`src/rtl/uas_ram.sv`:
```
// Generic single-write, single-read RAM with registered read data.
`timescale 1ns / 1ps
module uas_ram #(
    parameter int WIDTH = 8,
    parameter int DEPTH = 16
) (
    input  logic                     clk,
    input  logic                     we,
    input  logic [$clog2(DEPTH)-1:0] waddr,
    input  logic [WIDTH-1:0]         wdata,
    input  logic [$clog2(DEPTH)-1:0] raddr,
    output logic [WIDTH-1:0]         rdata
);

    logic [WIDTH-1:0] mem [DEPTH];

    // Write port and registered read port
    always_ff @(posedge clk)
    begin
        if (we)
        begin
            mem[waddr] <= wdata;
        end
        rdata <= mem[raddr];
    end

endmodule

```
`config.mk`:
```
export PLATFORM = sky130hd
export DESIGN_NAME = uas_ram
export DESIGN_NICKNAME = d
export VERILOG_FILES = /design/src/rtl/uas_ram.sv
export SDC_FILE = /design/constraint.sdc
export NUM_CORES = 1
export LEC_CHECK = 0
export ABC_CLOCK_PERIOD_IN_PS = 3800
export BUFFER_PORTS_ARGS = -buffer_cell sky130_fd_sc_hd__buf_2
export CAP_MARGIN = 5
export CORE_MARGIN = 2
export CORE_UTILIZATION = 53
export CTS_CLUSTER_SIZE = 14
export DETAILED_ROUTE_END_ITERATION = 12
export PLACE_DENSITY = 0.76
export SLEW_MARGIN = 15
export SYNTH_ARGS = -nofsm -noshare
export SYNTH_HDL_FRONTEND = slang
export SYNTH_SLANG_ARGS = --single-unit
```
`constraint.sdc`:
```
create_clock -name clk -period 3.8 [get_ports clk]
set_clock_uncertainty 0.15 [all_clocks]
set_input_delay 0.19 -clock clk [delete_from_list [all_inputs] [get_ports clk]]
set_output_delay 0.19 -clock clk [all_outputs]
set_load 0.02 [all_outputs]
```
# After elaboration in Yosys (flattened, before gate mapping)
# Memory sizes are Yosys's and may differ from the RTL's. A register that Yosys moved wholly into a read port is not among the register bits.
# Cells that the tools add are included.
[word_totals]
output_inout_bits = 8
latch_bits = 0
mem_bits_rw = 128
elab_cells = 3
memories = 1
register_bits = 0
romBits = 0
[memory_table]
columns = ["name", "words", "word_bits", "rd", "rd_clocked_by_memory_dff", "wr", "line_no", "rtl"]
rows = [
  ["mem", 16, 8, 1, 1, 1, "15", "logic [WIDTH-1:0] mem [DEPTH];"],
]
[classes]
n_shift = 0
n_bitwise = 0
add_sub_neg = 0
n_div = 0
eq_ne = 0
order_cmp = 0
n_mul = 0
mux = 2
n_reduce_logical = 0
[op_table]
columns = ["cell", "n"]
rows = [
  ["$mux 1", 2],
]

# Depth between registers and ports, before layout
[logic_depth]
ltp_word = 2
mapped_depth = 5

# Least setup slack after synthesis
# Ideal clock, no wire load.
[synth_timing]
path_type = "input-to-reg"
start = "input waddr[2]"
end = "memory mem[0][0], enable pin"
stages = 2
path_slack_ns = 1.967
setup_time_ns = 0.383
t_arrival_ns = 1.300
path_buffers = 0
path_cell_list = "or3b_2 nor3_1"
[synth_rtl]
columns = ["element", "line_no", "rtl"]
rows = [
  ["from (decl)", "9", "input logic [$clog2(DEPTH)-1:0] waddr,"],
  ["to (decl)", "15", ""],
]
# Straight into the memory's write port.

==> results_dict.tcl <==
set metrics [dict create \
    drc 0 \
    cp.arrival_ps 2110 \
    seq_area_um2 4000 \
    r2r_setup_slack_ps 2220 \
    io_buffers 25 \
    clk_latency_ps 520 \
    synth_area_um2 5150 \
    setup_viol 0 \
    totalPowerFinal_w 0.00366 \
    synth-seq-area-share 0.778 \
    p_seq_frac 0.462 \
    groute.usage.overall 0.211 \
    path_max_fanout 32 \
    drt-total-wl_mm 9.93 \
    yosysWarnings 0 \
    cts_setup_buffers 0 \
    syn_nets 247 \
    final_common_cell "edfxtp_1" \
    startpoint_type "input pin" \
    wl_per_cell_um 23.8 \
    internal_power_w 0.00296 \
    fin_ws_ps 1940 \
    rr_endpoint "rdata[2]$_DFF_P_" \
    switching_share 0.190 \
    peakVddDrop_uv 288 \
    viasPerCell 5.79 \
    cp-end-kind "flop" \
    slew_headroom 0.294 \
    layout-drive-gt1-share 0.267 \
    grt_pass1_wl_mm 15.1 \
    fillers 592 \
    min_from "waddr[1]" \
    fmax_mhz 537 \
    synth_seq_cells 136 \
    cts_tree "yes" \
    p_clk_frac 0.493 \
    postCtsHoldBufs 9 \
    nets 293 \
    grt_max_degree 33 \
    p_per_area_nw_per_um2 597 \
    htree_levels 4 \
    hold_class "input pin to flop" \
    power.switching_w 0.000694 \
    io_pins 26 \
    combPwrFrac 0.045 \
    dieArea_um2 10500 \
    rows 35 \
    rr_worst_depth 3 \
    syn-instance-count 229 \
    num_vias 2414 \
    path_class "input pin to flop" \
    required_ps 4050 \
    antenna_found_initial 0 \
    p_leak_nw 2.06 \
    syn_to_final_growth_pct 19.0 \
    dp.final_hpwl_mm 5.74 \
    status "complete, no violations" \
    finalWeightedCongestion 0.748 \
    drv_cap 0 \
    hold_viol 0 \
    antenna_cells 0 \
    gr-total-overflow 0 \
    maxSlewViolCount 0 \
    hold_depth 2 \
    clkTransAtPathRegs_ps 60 \
    period_minus_slack_ps 1860 \
    grt_pass1_vias 2410 \
    syn_avg_cell_area_um2 22.5 \
    cts_max_path_buffers 2 \
    drt_iter0_drc 198 \
    multi_input_area_um2 1060 \
    tightest_slew_ps 1060 \
    dr.pass1.iters 4 \
    start_util 0.552 \
    fin_tns_setup_ps 0 \
    fp.dieH_um 103 \
    clock-sinks 136 \
    numCtsBuffers 17 \
    drtAntennaViolNets 0 \
    die_x_um 103 \
    post-route-period-util 0.490 \
    dpl_worst_slack_ps 1440 \
    core_area_um2 9330 \
    crit-reg2reg-launch "mem[1][2]$_DFFE_PP_" \
    startpoint "raddr[0]" \
    final_cell_mix "edfxtp_1 (128), buf_2 (25), mux4_2 (18)" \
    cts_resized 0 \
    holdPathEnd "mem[0][2]$_DFFE_PP_" \
    clock_tree.root_cell "clkbuf_8" \
    final_area_um2 6130 \
    rsz0062_at_grt "false" \
    placed_cell_area_um2 5380 \
    synth_cell_types 19 \
]
-- power groups by stage --
stage	clock network [W]	logic, W	registers, W
3_5_place_dp	0	0.000157	0.00172
2_1_floorplan	0	0.0000851	0.00173
6_report	0.00180	0.000165	0.00169
3_3_place_gp	0	0.000152	0.00172
4_1_cts	0.00182	0.000166	0.00169
5_1_grt	0.00187	0.000179	0.00169
-- through the flow --
stage	cells	hold slack, ps	utilization
final	417	30.8	0.657
after global routing	417	52.5	0.657
after CTS	417	16.1	0.657
after detailed placement	376	429	0.576
after global placement	376	420	0.576
after floorplan	229	139	-
-- kinds of logic after synthesis --
group,after synthesis,synth area share
DFF,136,0.778
muxes,32,0.150
buffers and inverters,10,0.0168
and+or+nand+nor,35,0.0318
AOI/OAI and AO/OA,16,0.0233
-- final cells by class --
cell class | instances | area share
clock buffers | 21 | 0.0717
flip-flops and latches | 136 | 0.654
clock inverters | 11 | 0.0362
multi-input cells | 83 | 0.173
well taps | 129 | 0.0263
repair buffers | 37 | 0.0388
-- worst max-delay path, cell delays in order --
cell     delay (ps)
buf_2           790
mux4_1          680
a22oi_1         340
nand2_1          90
-- worst max path at each step --
stage,endpoint,slack (ps)
after floorplan,mem[0][0]$_DFFE_PP_,1970
after global placement,mem[0][7]$_DFFE_PP_,1410
final,rdata[2]$_DFF_P_,1940
after CTS,mem[6][1]$_DFFE_PP_,1950
after detailed placement,rdata[1]$_DFF_P_,1440
after global routing,rdata[2]$_DFF_P_,1850
-- flip-flops by register name, indices dropped and copies added, names as in the netlist --
name	cells
rdata	8
mem	128
-- cell usage after synthesis --
| library cell | number | area [um^2] |
|---|---|---|
| mux4_1 | 14 | 368 |
| and2b_1 | 1 | 7.51 |
| nor3_1 | 4 | 20.0 |
| nor2_1 | 13 | 48.8 |
| dfxtp_1 | 8 | 160 |
| clkdlybuf4s25_2 | 3 | 30.0 |
| buf_2 | 3 | 15.0 |
| mux4_2 | 18 | 405 |
| or3b_2 | 1 | 8.76 |
| and2_1 | 1 | 6.26 |
| nand2_1 | 9 | 33.8 |
| nand3_1 | 1 | 5.00 |
| nor2b_1 | 1 | 6.26 |
| a22oi_1 | 16 | 120 |
| buf_4 | 1 | 7.51 |
| buf_6 | 3 | 33.8 |
| edfxtp_1 | 128 | 3840 |
| nand2b_1 | 2 | 12.5 |
| nand3b_1 | 2 | 15.0 |
-- layer usage --
layer  global-route usage  wire (um)  up-vias
met5                    0          0        -
met4               0.0851        162        0
met3               0.0536        620       15
met2                0.321       4890       93
met1                0.298       4260     1234
li1                     -          -     1072
Power figures use the tool's default switching activity.
