==> src/rtl/uas_pkg.sv <==
// Package: shared widths, action and status codes, and defaults for the adjacency store.
`timescale 1ns / 1ps
package uas_pkg;

    // Field widths fixed by the stream format
    localparam int NODE_W    = 10;
    localparam int ACT_W     = 2;
    localparam int STATUS_W  = 3;
    localparam int DEG_OUT_W = 7;
    localparam int EDGE_W    = 16;
    localparam int SHARE_W   = 17;
    localparam int FRAC_W    = 16;

    // Stream widths
    localparam int IN_TDATA_W  = 24;
    localparam int OUT_TDATA_W = 80;

    // Defaults for the top-level parameters
    localparam int NODES_DEF      = 1024;
    localparam int MAX_DEGREE_DEF = 64;

    // Action codes
    localparam logic [ACT_W-1:0] ACT_ADD      = 2'd0;
    localparam logic [ACT_W-1:0] ACT_REM_EDGE = 2'd1;
    localparam logic [ACT_W-1:0] ACT_REM_NODE = 2'd2;
    localparam logic [ACT_W-1:0] ACT_STATS    = 2'd3;

    // Status codes
    localparam logic [STATUS_W-1:0] ST_OK        = 3'd0;
    localparam logic [STATUS_W-1:0] ST_DUP       = 3'd1;
    localparam logic [STATUS_W-1:0] ST_NOT_FOUND = 3'd2;
    localparam logic [STATUS_W-1:0] ST_ONE_SIDE  = 3'd3;
    localparam logic [STATUS_W-1:0] ST_FULL      = 3'd4;

    // Largest share value, 1.0 in Q1.16
    localparam logic [SHARE_W-1:0] SHARE_MAX = 17'h10000;

endpackage

==> src/rtl/uas_div.sv <==
// Serial restoring divider, one quotient bit per cycle, for the attachment shares.
`timescale 1ns / 1ps
module uas_div
    import uas_pkg::*;
#(
    parameter int DVD_W = 23
) (
    input  logic             clk,
    input  logic             rst_n,
    input  logic             start,
    input  logic [DVD_W-1:0] dividend,
    input  logic [EDGE_W:0]  divisor,
    output logic             done,
    output logic [DVD_W-1:0] quotient
);

    localparam int CNT_W = $clog2(DVD_W + 1);

    logic [EDGE_W-1:0] rem_reg, rem_next;
    logic [DVD_W-1:0]  quo_reg, quo_next;
    logic [EDGE_W:0]   dvs_reg, dvs_next;
    logic [CNT_W-1:0]  cnt_reg, cnt_next;
    logic              busy_reg, busy_next;
    logic              done_reg, done_next;
    logic [EDGE_W+1:0] trial;
    logic [EDGE_W+1:0] diff;

    assign trial = {rem_reg, quo_reg[DVD_W-1]};
    assign diff  = trial - {1'b0, dvs_reg};

    // One shift-subtract step per cycle
    always_comb
    begin
        rem_next  = rem_reg;
        quo_next  = quo_reg;
        dvs_next  = dvs_reg;
        cnt_next  = cnt_reg;
        busy_next = busy_reg;
        done_next = 1'b0;
        if (start)
        begin
            rem_next  = '0;
            quo_next  = dividend;
            dvs_next  = divisor;
            cnt_next  = CNT_W'(DVD_W);
            busy_next = 1'b1;
        end
        else if (busy_reg)
        begin
            if (trial >= {1'b0, dvs_reg})
            begin
                rem_next = diff[EDGE_W-1:0];
                quo_next = {quo_reg[DVD_W-2:0], 1'b1};
            end
            else
            begin
                rem_next = trial[EDGE_W-1:0];
                quo_next = {quo_reg[DVD_W-2:0], 1'b0};
            end
            cnt_next = cnt_reg - 1'b1;
            if (cnt_reg == CNT_W'(1))
            begin
                busy_next = 1'b0;
                done_next = 1'b1;
            end
        end
    end

    always_ff @(posedge clk or negedge rst_n)
    begin
        if (!rst_n)
        begin
            busy_reg <= 1'b0;
            done_reg <= 1'b0;
            cnt_reg  <= '0;
        end
        else
        begin
            busy_reg <= busy_next;
            done_reg <= done_next;
            cnt_reg  <= cnt_next;
        end
    end

    always_ff @(posedge clk)
    begin
        rem_reg <= rem_next;
        quo_reg <= quo_next;
        dvs_reg <= dvs_next;
    end

    assign done     = done_reg;
    assign quotient = quo_reg;

endmodule

==> config.mk <==
export PLATFORM = sky130hd
export DESIGN_NAME = uas_div
export DESIGN_NICKNAME = d
export VERILOG_FILES = /design/src/rtl/uas_pkg.sv /design/src/rtl/uas_div.sv
export SDC_FILE = /design/constraint.sdc
export NUM_CORES = 1
export LEC_CHECK = 0
export ABC_AREA = 1
export BUFFER_PORTS_ARGS = -buffer_cell sky130_fd_sc_hd__buf_2
export CELL_PAD_IN_SITES_DETAIL_PLACEMENT = 1
export CELL_PAD_IN_SITES_GLOBAL_PLACEMENT = 1
export CORE_AREA = 3 3 125 79
export DETAILED_ROUTE_END_ITERATION = 8
export DIE_AREA = 0 0 128 82
export HOLD_SLACK_MARGIN = 0.03
export PLACE_DENSITY = 0.95
export SYNTH_ARGS = -nofsm -noshare
export SYNTH_HDL_FRONTEND = slang
export SYNTH_SLANG_ARGS = --single-unit
==> constraint.sdc <==
create_clock -name clk -period 3.1 [get_ports clk]
set_input_delay 0.62 -clock clk [delete_from_list [all_inputs] [get_ports clk]]
set_output_delay 0.62 -clock clk [all_outputs]
set_load 0.02 [all_outputs]
# Word level (Yosys, flattened, before mapping)
# Index checks and enable logic that the tools add are counted.
classes:
  add_sub_neg: 2
  magnitude_cmp: 1
  eq_ne: 1
  n_mux: 12
  n_reduce_logical: 1
ops:
  columns: ["operator", "count"]
  rows:
  - ["23-bit 2-to-1 mux", 2]
  - ["17-bit greater-or-equal comparator", 1]
  - ["16-bit 2-to-1 mux", 1]
  - ["16-bit subtractor", 1]
  - ["5-bit 2-to-1 mux", 2]
  - ["1-bit 2-to-1 mux", 7]
  - ["5-bit by 1-bit equality test with 1-bit output (second input constant)", 1]
  - ["5-bit by 1-bit subtractor with 5-bit output (second input constant)", 1]
  - ["2-bit nonzero test", 1]
word_totals:
  reg_bits: 63
  in_bits: 43
  output_inout_bits: 24
  wordCells: 23

# Depth between registers and ports, before layout
# Gate-level depths: netlist of the first run.
logic_depth:
  word_depth: 4
  depth_mapped: 14
  mapped_depth_nobuf: 14

# Worst setup path before layout of the first run
# Ideal clock, no wire load.
synth_path:
  path_kind: "input-to-reg"
  from: "in start"
  to: "reg quo_reg[0] (netlist: quotient[0]) (enable)"
  setup_ns: 0.382
  arrival_time_ns: 1.544
  required_time_ns: 2.718
  slack_ns: 1.174
  cell_stages: 3
  n_path_buf: 1
  cell_sequence: "clkbuf_1 -> nor2_1 -> inv_1"
synth_via:
  elab_chain_cells: 1
synth_lines:
  columns: ["item", "line_no", "rtl"]
  rows:
  - ["start: declaration", "uas_div.sv:10", "input logic start,"]
  - ["2-bit nonzero test (no source line)", null, null]
  - ["end signal: assignment", "uas_div.sv:88", "quo_reg <= quo_next;"]
  - ["end: declaration", "uas_div.sv:20", "logic [DVD_W-1:0] quo_reg, quo_next;"]
# Every way passes these cells.
# A chain may end at the register's enable or synchronous reset.

# Worst setup path after layout of the first run
layout_path:
  from: "reg dvs_reg[9]"
  to: "reg rem_reg[4]"
layout_via:
  elab_chain_cells: 2
layout_lines:
  columns: ["item", "line_no", "rtl"]
  rows:
  - ["start: declaration", "uas_div.sv:21", "logic [EDGE_W:0] dvs_reg, dvs_next;"]
  - ["start signal: assignment", "uas_div.sv:89", "dvs_reg <= dvs_next;"]
  - ["17-bit greater-or-equal comparator", "uas_div.sv:50", "if (trial >= {1'b0, dvs_reg})"]
  - ["16-bit 2-to-1 mux", "uas_div.sv:50", null]
  - ["end signal: assignment", "uas_div.sv:87", "rem_reg <= rem_next;"]
  - ["end: declaration", "uas_div.sv:19", "logic [EDGE_W-1:0] rem_reg, rem_next;"]
# Every way passes these cells.

==> results of run 1 <==
[layer usage]
layer	routed length [microns]	GRT usage [%]
met4	325	9.43
met3	874	5.52
met2	5880	42.7
met5	0	0
met1	5210	30.6
[layout make-up]
cell class              instances  area [sq um]
well taps                     116           145
multi-input cells             336          1740
clock inverters                 6          85.1
fillers                      1149          4330
inverters                      88           330
repair buffers                 71           368
flip-flops and latches         63          1700
clock buffers                  10           229
[cells in the final DEF, fill, tap and decap left out, types with 2 or more instances in the layout]
cell type	Yosys	final
clkbuf_16	0	9
nand2_2	7	7
dfxtp_1	16	16
edfxtp_1	40	40
nand4_1	5	5
nor3_1	4	4
clkinv_2	0	2
inv_1	84	84
nand3_2	6	6
bufinv_16	0	2
buf_4	0	5
dfrtp_1	7	7
clkinvlp_4	0	2
buf_2	0	66
and2_1	2	2
nor2_1	21	21
a21oi_1	10	10
nor2_4	3	3
xnor2_1	4	4
inv_2	3	3
nand2_1	187	187
o21ai_0	10	10
nand3b_1	5	5
nor2_2	2	2
xor2_1	2	2
nand3_1	40	40
ha_1	19	19
[where the power goes]
| group | switching, mW | leakage (nW) | internal [mW] |
|---|---|---|---|
| sequential | 0.0347 | 0.624 | 0.958 |
| combinational | 0.265 | 1.67 | 0.133 |
| clock | 0.388 | 0.148 | 0.701 |
| total | 0.688 | 2.44 | 1.79 |
[final timing paths]
path | depth (start not counted) | from | to | slack, ns
min in group clk | 1 | divisor[4] | dvs_reg[4]$_DFFE_PP_ | 0.46
min reg2reg | 2 | rem_reg[15]$_SDFFE_PP0P_ | rem_reg[15]$_SDFFE_PP0P_ | 0.47
min | 1 | rst_n | cnt_reg[4]$_DFFE_PN0P_ | 0.11
max | 11 | dvs_reg[9]$_DFFE_PP_ | rem_reg[4]$_SDFFE_PP0P_ | 0.80
max reg2reg | 11 | dvs_reg[9]$_DFFE_PP_ | rem_reg[4]$_SDFFE_PP0P_ | 0.80
max in group asynchronous | 1 | rst_n | busy_reg$_DFF_PN0_ | 2.83
[kinds of logic (layout without fill, tap and decap cells)]
logic type	count (synthesis)	after routing	share of synthesized area, %
adder cells (fa/ha/maj)	20	20	6.71
XOR/XNOR	6	6	1.37
AO/OA/AOI/OAI	23	23	3.19
buffers and inverters	98	175	10.5
flip-flops	63	63	44.2
AND/OR/NAND/NOR	287	287	34.0
[per-stage QoR]
step / area (sq um) / setup slack, ns / std cells / power (mW)
global route: 4590 / 0.675 / 690 / 2.57
global placement: 4280 / 1.06 / 674 / 1.37
CTS: 4590 / 0.853 / 690 / 2.49
detailed placement: 4280 / 0.985 / 674 / 1.39
finish: 4590 / 0.802 / 690 / 2.48
floorplan: 3840 / 1.17 / 497 / 1.25
[worst max-delay path, cell delays in order (launching register included)]
cell	delay, ns
edfxtp_1	0.33
inv_1	0.04
ha_1	0.41
nand2_1	0.18
nor2_2	0.18
inv_2	0.08
nor3_4	0.15
nand2_4	0.21
nand2_8	0.21
nand2_1	0.10
nand3_1	0.11
o21ai_0	0.13
==> impl_table.tex, run 1 <==
\begin{tabular}{lr}
\hline
Metric & Value \\
\hline
\multicolumn{2}{l}{\textbf{Job}} \\
Max-capacitance violation count & 0 \\
\multicolumn{2}{l}{\textbf{Yosys}} \\
Number of enable flip-flop cells after synthesis & 40 \\
Cell types occupying the most area after synthesis & edfxtp\_1 31\%, nand2\_1 18\%, dfxtp\_1 8.3\% \\
Area fraction of the dominant cell type after synthesis & 31.3\% \\
Ys async rst share & 11.1\% \\
Net count after synthesis & 560 \\
Post-Synthesis Cell Area & 3840 sq um \\
Ys Warns & 0 \\
Top cell type by total area after synthesis & edfxtp\_1 \\
Top flip-flop cell by instance count after synthesis & edfxtp\_1 \\
Cell count after synthesis & 497 \\
Synth cell count leaders & 187 x nand2\_1, 84 x inv\_1, 40 x edfxtp\_1, 40 x nand3\_1, 21 x nor2\_1 \\
Seq cells post-synth & 63 \\
Sequential fraction of the synthesis area & 44.2\% \\
Most frequently used cell type in the post-synthesis netlist & nand2\_1 \\
Number of distinct library cells after synthesis & 35 \\
Post-Syn Area per Cell & 7.73 sq um \\
\multicolumn{2}{l}{\textbf{Hold path}} \\
Hold/Removal Path Class & in -> async \\
\multicolumn{2}{l}{\textbf{Layout}} \\
Share of the core filled with cells in the final layout & 51.5\% \\
Relative area change from synthesis to final layout & 19.6\% \\
ANT cells & 0 \\
Post-layout net count & 632 \\
Max reg flops & 23 \\
Fraction of final layout cells with drive strength greater than 1 & 19.5\% \\
\multicolumn{2}{l}{\textbf{STA}} \\
Setup TNS & 0 ns \\
Final Setup Violations & 0 \\
Total count of max-transition violations in the final report & 0 \\
Slew @ Worst Pin & 0.712 ns \\
Timing-limited maximum frequency & 435 MHz \\
RSZ-0062 raised after global routing & false \\
Share of the cycle needed by the critical path after routing & 74.1\% \\
Fin. Hold Viols & 0 \\
Setup skew after layout & 0.00898 ns \\
Time the worst path needs with I/O delays and setup & 2.30 ns \\
Worst max-slew margin expressed relative to the limit & 52.3\% \\
Worst hold slack across all endpoints & 0.112 ns \\
\multicolumn{2}{l}{\textbf{Clock network}} \\
Hold Buf Count CTS & 0 \\
Num CTS Buffers & 9 \\
Latest clock arrival within the worst-skew pair & 0.33 ns \\
Post-CTS repair timing setup buffer count & 0 \\
TritonCTS Sinks & 63 \\
Clock-pin slew on the worst setup and hold paths & 0.06 ns \\
Number of H-tree levels & 3 \\
Clock tree root driver cell & clkbuf\_16 \\
TritonCTS clock tree & built \\
Number of cells upsized or downsized after cts & 0 \\
Maximum number of buffers from clock root to sink & 2 \\
\multicolumn{2}{l}{\textbf{Routing}} \\
First drt pass iteration count & 5 \\
Average via count per standard cell & 5.28 \\
Mean routed wirelength per cell & 17.8 microns \\
Residual antenna-violating net count after detailed routing & 0 \\
Iteration-0 DRC Markers & 236 \\
Number of remaining DRC errors & 0 \\
Sum of routed wire length over all layers & 12300 microns \\
Number of vias in the routed layout & 3646 \\
\multicolumn{2}{l}{\textbf{Global route}} \\
GRT Total Usage & 24.7\% \\
Maximum number of pins on one net before global-route repair & 27 \\
Number of global-route vias before repair & 3882 \\
First-pass GRT wire length & 19800 microns \\
Number of antenna violations at the first check in global routing & 0 \\
Overflow after GRT & 0 \\
\multicolumn{2}{l}{\textbf{Status}} \\
Outcome & finished, final reports clean \\
\multicolumn{2}{l}{\textbf{Floorplanning}} \\
Starting Density & 43.1\% \\
Horiz. Die Dim & 128 microns \\
I/O pin cnt & 67 \\
Area of the die & 10500 sq um \\
Row Count & 27 \\
Standard cell core area & 8920 sq um \\
Die height & 82 microns \\
\multicolumn{2}{l}{\textbf{Placement}} \\
Final HPWL from detailed placement & 8500 microns \\
Routability-driven placement congestion ratio & 0.938 \\
Number of buffers inserted by port buffering & 66 \\
\multicolumn{2}{l}{\textbf{Worst setup path}} \\
Maximum fanout encountered on the critical timing path & 18 \\
Critical path capture point type & register \\
Setup crit start kind & register \\
Worst setup path class & reg -> reg \\
Critical path data arrival time & 2.48 ns \\
Data required time of the worst path & 3.28 ns \\
\multicolumn{2}{l}{\textbf{Pwr}} \\
Largest voltage drop on the vdd net & 0.000267 V \\
Leakage power total & 2.44 nW \\
Cell Pwr Density & 540 nW/um\^{}2 \\
\hline
\end{tabular}
No activity file was read; power rests on OpenSTA's default activity.
==> run 2: changes to the inputs <==
ABC_AREA = 0   (was 1)
CORE_AREA = 3 3 127 80   (was 3 3 125 79)
DIE_AREA = 0 0 130 83   (was 0 0 128 82)
PLACE_DENSITY = 0.87   (was 0.95)
clock period = 1.8 ns   (was 3.1 ns; I/O delays follow)
==> impl_table.tex, run 2 <==
\begin{tabular}{lr}
\hline
Metric & Value \\
\hline
\multicolumn{2}{l}{\textbf{STA}} \\
Final Setup Violations & 17 (+17) \\
Timing-limited maximum frequency & 392 MHz (-9.8\%) \\
Worst max-slew margin expressed relative to the limit & 60.9\% (+8.7 points) \\
RSZ-0062 raised after global routing & true \\
Worst hold slack across all endpoints & 0.191 ns (+0.0783 ns) \\
Fin. Hold Viols & 0 (unchanged) \\
Slew @ Worst Pin & 0.586 ns (-0.126 ns) \\
Share of the cycle needed by the critical path after routing & 142\% (+67 points) \\
Setup skew after layout & 0.0112 ns (+0.00217 ns) \\
Time the worst path needs with I/O delays and setup & 2.55 ns (+0.251 ns) \\
Total count of max-transition violations in the final report & 0 (unchanged) \\
Final worst setup slack & -0.748 ns (-1.55 ns) \\
Setup TNS & -11.58 ns (-11.58 ns) \\
\multicolumn{2}{l}{\textbf{Yosys}} \\
Top flip-flop cell by instance count after synthesis & edfxtp\_1 \\
Sequential fraction of the synthesis area & 48.2\% (+4.0 points) \\
Number of distinct library cells after synthesis & 52 (+49\%) \\
Cell types occupying the most area after synthesis & edfxtp\_1 34\%, dfxtp\_1 9.1\%, mux2\_2 7.0\% \\
Cell count after synthesis & 330 (-34\%) \\
Ys async rst share & 11.1\% (unchanged) \\
Synth cell count leaders & 40 x edfxtp\_1, 30 x nand2\_1, 26 x nor2\_1 \\
Top cell type by total area after synthesis & edfxtp\_1 \\
Post-Synthesis Cell Area & 3520 sq um (-8.3\%) \\
Net count after synthesis & 393 (-30\%) \\
Area fraction of the dominant cell type after synthesis & 34.1\% (+2.8 points) \\
Number of enable flip-flop cells after synthesis & 40 (unchanged) \\
Seq cells post-synth & 63 (unchanged) \\
Post-Syn Area per Cell & 10.7 sq um (+38\%) \\
Ys Warns & 0 (unchanged) \\
Most frequently used cell type in the post-synthesis netlist & edfxtp\_1 \\
\multicolumn{2}{l}{\textbf{Clock network}} \\
Clock tree root driver cell & clkbuf\_16 \\
TritonCTS Sinks & 63 (unchanged) \\
Latest clock arrival within the worst-skew pair & 0.34 ns (about the same) \\
Number of H-tree levels & 3 (unchanged) \\
Maximum number of buffers from clock root to sink & 2 (unchanged) \\
TritonCTS clock tree & built \\
Clock-pin slew on the worst setup and hold paths & 0.06 ns (about the same) \\
Num CTS Buffers & 9 (unchanged) \\
\multicolumn{2}{l}{\textbf{Floorplanning}} \\
Horiz. Die Dim & 130 microns (+1.6\%) \\
I/O pin cnt & 67 (unchanged) \\
Area of the die & 10800 sq um (+2.8\%) \\
Starting Density & 38.7\% (-4.3 points) \\
Row Count & 27 (unchanged) \\
Standard cell core area & 9090 sq um (+1.9\%) \\
Die height & 83 microns (+1.2\%) \\
\multicolumn{2}{l}{\textbf{Global route}} \\
Number of global-route vias before repair & 3485 (-10\%) \\
Overflow after GRT & 0 (unchanged) \\
GRT Total Usage & 22.4\% (-2.4 points) \\
Number of antenna violations at the first check in global routing & 0 (unchanged) \\
First-pass GRT wire length & 18400 microns (-7.0\%) \\
Maximum number of pins on one net before global-route repair & 24 (-11\%) \\
\multicolumn{2}{l}{\textbf{Worst setup path}} \\
Worst setup path class & reg -> reg \\
Maximum fanout encountered on the critical timing path & 7 (-11) \\
Cell breakdown of the critical path & inv\_2, ha\_4, a21o\_1, a31o\_1, or4\_4, o32ai\_4, buf\_6, nand2\_2, a311oi\_2 \\
Highest-delay cell along the critical path & or4\_4 \\
Setup crit start kind & register \\
Longest individual stage delay on the worst path & 0.46 ns (+0.05 ns) \\
Critical path capture point type & register \\
Critical path data arrival time & 2.78 ns (+0.30 ns) \\
Data required time of the worst path & 2.04 ns (-1.24 ns) \\
\multicolumn{2}{l}{\textbf{Pwr}} \\
Leakage power total & 2.19 nW (-10\%) \\
Part of the power in combinational logic & 15.0\% (-1.1 points) \\
Share of total power consumed by net switching & 24.2\% (-3.6 points) \\
Cell Pwr Density & 882 nW/um\^{}2 (+63\%) \\
Share of power burned in the clock network & 46.5\% (+2.6 points) \\
Cell internal power dissipation & 3.35 mW (+87\%) \\
Largest voltage drop on the vdd net & 0.000433 V (+62\%) \\
Fraction of power consumed by sequential logic & 38.5\% (-1.5 points) \\
Power spent charging and discharging nets & 1.07 mW (+55\%) \\
\multicolumn{2}{l}{\textbf{Placement}} \\
Final HPWL from detailed placement & 8020 microns (-5.7\%) \\
Total placed cells including tap cells & 560 (-17\%) \\
Worst slack at placement & -0.782 ns (-1.77 ns) \\
Number of buffers inserted by port buffering & 66 (unchanged) \\
Routability-driven placement congestion ratio & 0.899 (-4.2\%) \\
\multicolumn{2}{l}{\textbf{Routing}} \\
Iteration-0 DRC Markers & 149 (-37\%) \\
Residual antenna-violating net count after detailed routing & 0 (unchanged) \\
First drt pass iteration count & 4 (-1) \\
Sum of routed wire length over all layers & 11600 microns (-5.2\%) \\
Average via count per standard cell & 5.35 (+1.2\%) \\
Number of vias in the routed layout & 3134 (-14\%) \\
Number of remaining DRC errors & 0 (unchanged) \\
Mean routed wirelength per cell & 19.9 microns (+12\%) \\
\multicolumn{2}{l}{\textbf{Status}} \\
Outcome & finished with violations \\
Violations in the final reports & setup timing \\
\multicolumn{2}{l}{\textbf{Layout}} \\
Leading cell types in the layout, fill and taps excluded & 71 x buf\_4, 66 x buf\_2, 40 x edfxtp\_1 \\
Post-layout net count & 528 (-16\%) \\
Number of standard cells in the layout, taps in and fillers out & 586 (-15\%) \\
Leading cell type in the layout, fill and taps excluded & buf\_4 \\
Fraction of final layout cells with drive strength greater than 1 & 46.8\% (+27 points) \\
Count of fill cells added during filler insertion & 1006 (-12\%) \\
Relative area change from synthesis to final layout & 42.2\% \\
Max reg flops & 23 (unchanged) \\
Reg area & 1700 sq um (unchanged) \\
Area of combinational cells with multiple inputs & 1780 sq um (+2.5\%) \\
ANT cells & 0 (unchanged) \\
\multicolumn{2}{l}{\textbf{Job}} \\
Max-capacitance violation count & 0 (unchanged) \\
\multicolumn{2}{l}{\textbf{Hold path}} \\
Hold/Removal Path Class & in -> reg \\
\hline
\end{tabular}
run 2: kinds of logic after synthesis:
logic type	share of synthesized area, %
xor+xnor	3.48
mux	7.04
simple gates	12.8
fa+ha+maj	7.32
flops	48.2
compound gates	15.9
buf+inv	5.22
run 2: layout make-up:
| type | instances | share of cell area, % |
|---|---|---|
| multi-input combinational | 225 | 35.6 |
| clock buffer | 11 | 4.85 |
| tap | 116 | 2.90 |
| inverter | 23 | 1.72 |
| sequential | 63 | 33.9 |
| timing repair buffer | 143 | 18.9 |
| clock inverter | 5 | 2.12 |
run 2: power by group through the flow:
stage                     Sequential [mW]  Combinational [mW]  Clock (mW)
after detailed placement             1.72               0.609           0
after CTS                            1.70               0.642        2.09
after floorplan                      1.78               0.269           0
final                                1.70               0.662        2.05
after global routing                 1.71               0.718        2.16
after global placement               1.71               0.578           0
run 2: final timing paths:
check                                       startpoint                       to  slack (ns)  cells after the start
worst max-delay path             dvs_reg[12]$_DFFE_PP_  rem_reg[3]$_SDFFE_PP0P_       -0.75                      9
worst min-delay path                        divisor[6]     dvs_reg[6]$_DFFE_PP_        0.19                      1
worst max register to register   dvs_reg[12]$_DFFE_PP_  rem_reg[3]$_SDFFE_PP0P_       -0.75                      9
worst min register to register  cnt_reg[4]$_DFFE_PN0P_   cnt_reg[4]$_DFFE_PN0P_        0.54                      2
max in group asynchronous                        rst_n   cnt_reg[4]$_DFFE_PN0P_        1.24                      2
min in group asynchronous                        rst_n   cnt_reg[0]$_DFFE_PN0P_        0.40                      2
run 2: repair_timing:
| item | CTS | global route |
|---|---|---|
| cloned | 1 | 0 |
| endpoints found under the hold margin | 7 | 0 |
| buffers inserted | 6 | 2 |
| hold buffers | 1 | 0 |
| resized for setup | 23 | 11 |
| endpoints found under the setup margin | 17 | 17 |
| pin swaps | 9 | 10 |
run 2: critical path, delay by kind of cell (launching register included):
family	cells	cell delay, ns
AOI/OAI and AO/OA	4	1.06
adders and majority gates	1	0.20
buffers and inverters	2	0.30
DFF	1	0.37
and+or+nand+nor	2	0.52
run 2: stage by stage:
step / total power [mW] / cell area [sq um] / utilization, %
floorplan: 2.05 / 3540 / -
global placement: 2.29 / 4430 / 48.8
detailed placement: 2.33 / 4430 / 48.8
CTS: 4.43 / 4960 / 54.5
global route: 4.58 / 5010 / 55.1
finish: 4.41 / 5010 / 55.1
run 2: per-layer routing:
metal / global-route usage [%] / up-vias / part of all wire, %
met4: 7.36 / 0 / 1.4
met5: 0 / - / 0
met2: 36.9 / 91 / 49
met3: 6.23 / 17 / 6.0
met1: 28.2 / 1556 / 44
li1: - / 1470 / -
==> run 3: changes to the inputs <==
BUFFER_PORTS_ARGS = not set   (was -buffer_cell sky130_fd_sc_hd__buf_2)
CELL_PAD_IN_SITES_DETAIL_PLACEMENT = not set   (was 1)
CELL_PAD_IN_SITES_GLOBAL_PLACEMENT = not set   (was 1)
CORE_AREA = 3 3 113 72   (was 3 3 127 80)
DIE_AREA = 0 0 116 75   (was 0 0 130 83)
DONT_BUFFER_PORTS = 1   (was not set)
PLACE_DENSITY = 0.68   (was 0.87)
==> impl_table.tex, run 3 (synthesized netlist as in run 2, its figures left out) <==
\begin{tabular}{lr}
\hline
Metric & Value \\
\hline
\multicolumn{2}{l}{\textbf{Status}} \\
Outcome & finished with violations \\
Violations in the final reports & setup timing \\
\multicolumn{2}{l}{\textbf{Pwr}} \\
Power spent charging and discharging nets & 899 uW (-16\%) \\
Share of total power consumed by net switching & 22.6\% (-1.6 points) \\
Part of the power in combinational logic & 10.5\% (-4.5 points) \\
Leakage power total & 1.89 nW (-14\%) \\
Cell internal power dissipation & 3.08 mW (-7.9\%) \\
Share of power burned in the clock network & 45.0\% (-1.5 points) \\
Fraction of power consumed by sequential logic & 44.5\% (+6.0 points) \\
Largest voltage drop on the vdd net & 0.000702 V (+62\%) \\
Cell Pwr Density & 876 nW/um\^{}2 (-0.58\%) \\
Overall Power & 3.98 mW (-9.8\%) \\
\multicolumn{2}{l}{\textbf{Layout}} \\
Final design instance area without fill & 4540 sq um (-9.3\%) \\
Max reg flops & 23 (unchanged) \\
Leading cell types in the layout, fill and taps excluded & 68 x buf\_4, 40 x edfxtp\_1, 26 x nor2\_1 \\
Relative area change from synthesis to final layout & 29.0\% \\
Fraction of final layout cells with drive strength greater than 1 & 36.5\% (-10 points) \\
Post-layout net count & 458 (-13\%) \\
Leading cell type in the layout, fill and taps excluded & buf\_4 \\
ANT cells & 0 (unchanged) \\
Number of standard cells in the layout, taps in and fillers out & 491 (-16\%) \\
\multicolumn{2}{l}{\textbf{Clock network}} \\
Num CTS Buffers & 9 (unchanged) \\
TritonCTS clock tree & built \\
Clock-pin slew on the worst setup and hold paths & 0.05 ns (about the same) \\
TritonCTS Sinks & 63 (unchanged) \\
Number of H-tree levels & 3 (unchanged) \\
Maximum number of buffers from clock root to sink & 2 (unchanged) \\
Latest clock arrival within the worst-skew pair & 0.33 ns (about the same) \\
Clock tree root driver cell & clkbuf\_16 \\
\multicolumn{2}{l}{\textbf{STA}} \\
Final Setup Violations & 17 (unchanged) \\
Share of the cycle needed by the critical path after routing & 135\% (-6.5 points) \\
RSZ-0062 raised after global routing & true \\
Total count of max-transition violations in the final report & 0 (unchanged) \\
Final worst setup slack & -0.632 ns (+0.117 ns) \\
Setup TNS & -10.10 ns (+1.48 ns) \\
Setup skew after layout & 0.00624 ns (-0.00492 ns) \\
Fin. Hold Viols & 0 (unchanged) \\
Timing-limited maximum frequency & 411 MHz (+4.8\%) \\
Slew @ Worst Pin & 0.552 ns (-0.0340 ns) \\
Time the worst path needs with I/O delays and setup & 2.43 ns (-0.117 ns) \\
Worst max-slew margin expressed relative to the limit & 63.2\% (+2.3 points) \\
\multicolumn{2}{l}{\textbf{Worst setup path}} \\
Critical path capture point type & register \\
Data required time of the worst path & 2.01 ns (-0.03 ns) \\
Setup crit start kind & register \\
Worst setup path class & reg -> reg \\
Critical path data arrival time & 2.65 ns (-0.13 ns) \\
Flop-to-flop setup slack & -0.63 ns (+0.12 ns) \\
Maximum fanout encountered on the critical timing path & 6 (-1) \\
\multicolumn{2}{l}{\textbf{Placement}} \\
Total placed cells including tap cells & 467 (-17\%) \\
Final HPWL from detailed placement & 6130 microns (-24\%) \\
Worst slack at placement & -0.644 ns (+0.138 ns) \\
Routability-driven placement congestion ratio & 0.902 (+0.40\%) \\
Post-detailed-placement cell area & 4030 sq um (-9.1\%) \\
Number of buffers inserted by port buffering & 0 (-100\%) \\
\multicolumn{2}{l}{\textbf{Global route}} \\
Maximum number of pins on one net before global-route repair & 68 (+180\%) \\
Overflow after GRT & 0 (unchanged) \\
Number of antenna violations at the first check in global routing & 0 (unchanged) \\
GRT Total Usage & 20.6\% (-1.8 points) \\
Number of global-route vias before repair & 2639 (-24\%) \\
First-pass GRT wire length & 13300 microns (-28\%) \\
\multicolumn{2}{l}{\textbf{Floorplanning}} \\
Starting Density & 49.3\% (+11 points) \\
Row Count & 24 (-11\%) \\
I/O pin cnt & 67 (unchanged) \\
Die height & 75 microns (-9.6\%) \\
Area of the die & 8700 sq um (-19\%) \\
Horiz. Die Dim & 116 microns (-11\%) \\
Standard cell core area & 7150 sq um (-21\%) \\
\multicolumn{2}{l}{\textbf{Routing}} \\
Number of vias in the routed layout & 2743 (-12\%) \\
Mean routed wirelength per cell & 17.8 microns (-10\%) \\
Residual antenna-violating net count after detailed routing & 0 (unchanged) \\
Number of remaining DRC errors & 0 (unchanged) \\
Average via count per standard cell & 5.59 (+4.5\%) \\
Iteration-0 DRC Markers & 214 (+44\%) \\
First drt pass iteration count & 4 (unchanged) \\
Sum of routed wire length over all layers & 8760 microns (-25\%) \\
\multicolumn{2}{l}{\textbf{Hold path}} \\
Hold/Removal Path Class & in -> reg \\
\multicolumn{2}{l}{\textbf{Job}} \\
Max-capacitance violation count & 0 (unchanged) \\
\hline
\end{tabular}
[run 3: cell count changes in the layout (fill, tap and decap cells not counted), sizes merged]
cell      previous run  this run
clkinvlp             1         0
clkbuf              11        12
bufinv               3         2
buf                142        72
clkinv               2         3
[run 3: worst max-delay path, stage by stage, from the launching register on]
cell and delay [ns]:
edfxtp_1 0.38, inv_2 0.08, ha_4 0.20, a21o_1 0.19
a31o_1 0.21, or4_4 0.45, o32ai_4 0.32, buf_6 0.20
nand2_2 0.08, o22ai_2 0.16, nor3_1 0.05
[run 3: power by group through the flow]
stage	combinational [mW]	clock, mW	sequential, mW
5_1_grt	0.458	1.90	1.78
6_report	0.417	1.79	1.77
2_1_floorplan	0.269	0	1.78
3_5_place_dp	0.393	0	1.80
3_3_place_gp	0.386	0	1.80
4_1_cts	0.415	1.84	1.77
[run 3: metrics by stage]
step | utilization (%) | hold WS [ns]
2_1_floorplan | - | 0.0644
5_1_grt | 63.6 | 0.0958
3_5_place_dp | 56.4 | 0.0646
4_1_cts | 62.4 | 0.0838
3_3_place_gp | 56.4 | 0.0646
6_report | 63.6 | 0.115
[run 3: layer usage]
metal | wire length [microns] | up-vias | part of all wire [%] | global-route usage (%)
met3 | 620 | 10 | 7.1 | 8.43
met1 | 4300 | 1311 | 49 | 30.7
met4 | 111 | 0 | 1.3 | 5.92
li1 | - | 1330 | - | -
met5 | 0 | - | 0 | 0
met2 | 3720 | 92 | 42 | 27.0
[run 3: timing repair]
item                                   4_1_cts  5_1_grt
cloned                                       1        0
setup endpoints to repair                   17       17
setup buffers                                5        1
hold buffers                                 1        0
gates resized for setup                     12       19
pin swaps                                    2       11
endpoints found under the hold margin        7        0
[run 3: final timing paths]
path,cells after the start,to,startpoint
worst max-delay path,10,rem_reg[10]$_SDFFE_PP0P_,dvs_reg[12]$_DFFE_PP_
worst min-delay path,1,rem_reg[5]$_SDFFE_PP0P_,start
worst max register to register,10,rem_reg[10]$_SDFFE_PP0P_,dvs_reg[12]$_DFFE_PP_
worst min register to register,2,rem_reg[1]$_SDFFE_PP0P_,rem_reg[1]$_SDFFE_PP0P_
max in group asynchronous,1,cnt_reg[2]$_DFFE_PN0P_,rst_n
min in group asynchronous,1,done$_DFF_PN0_,rst_n
[run 3: final cells by class]
class / instances / area (sq um)
Timing Repair Buffer: 73 / 566
Clock buffer: 12 / 236
Tap cell: 91 / 114
Fill cell: 598 / 2610
Inverter: 23 / 86.3
Sequential cell: 63 / 1700
Clock inverter: 4 / 70.1
Multi-Input combinational cell: 225 / 1770
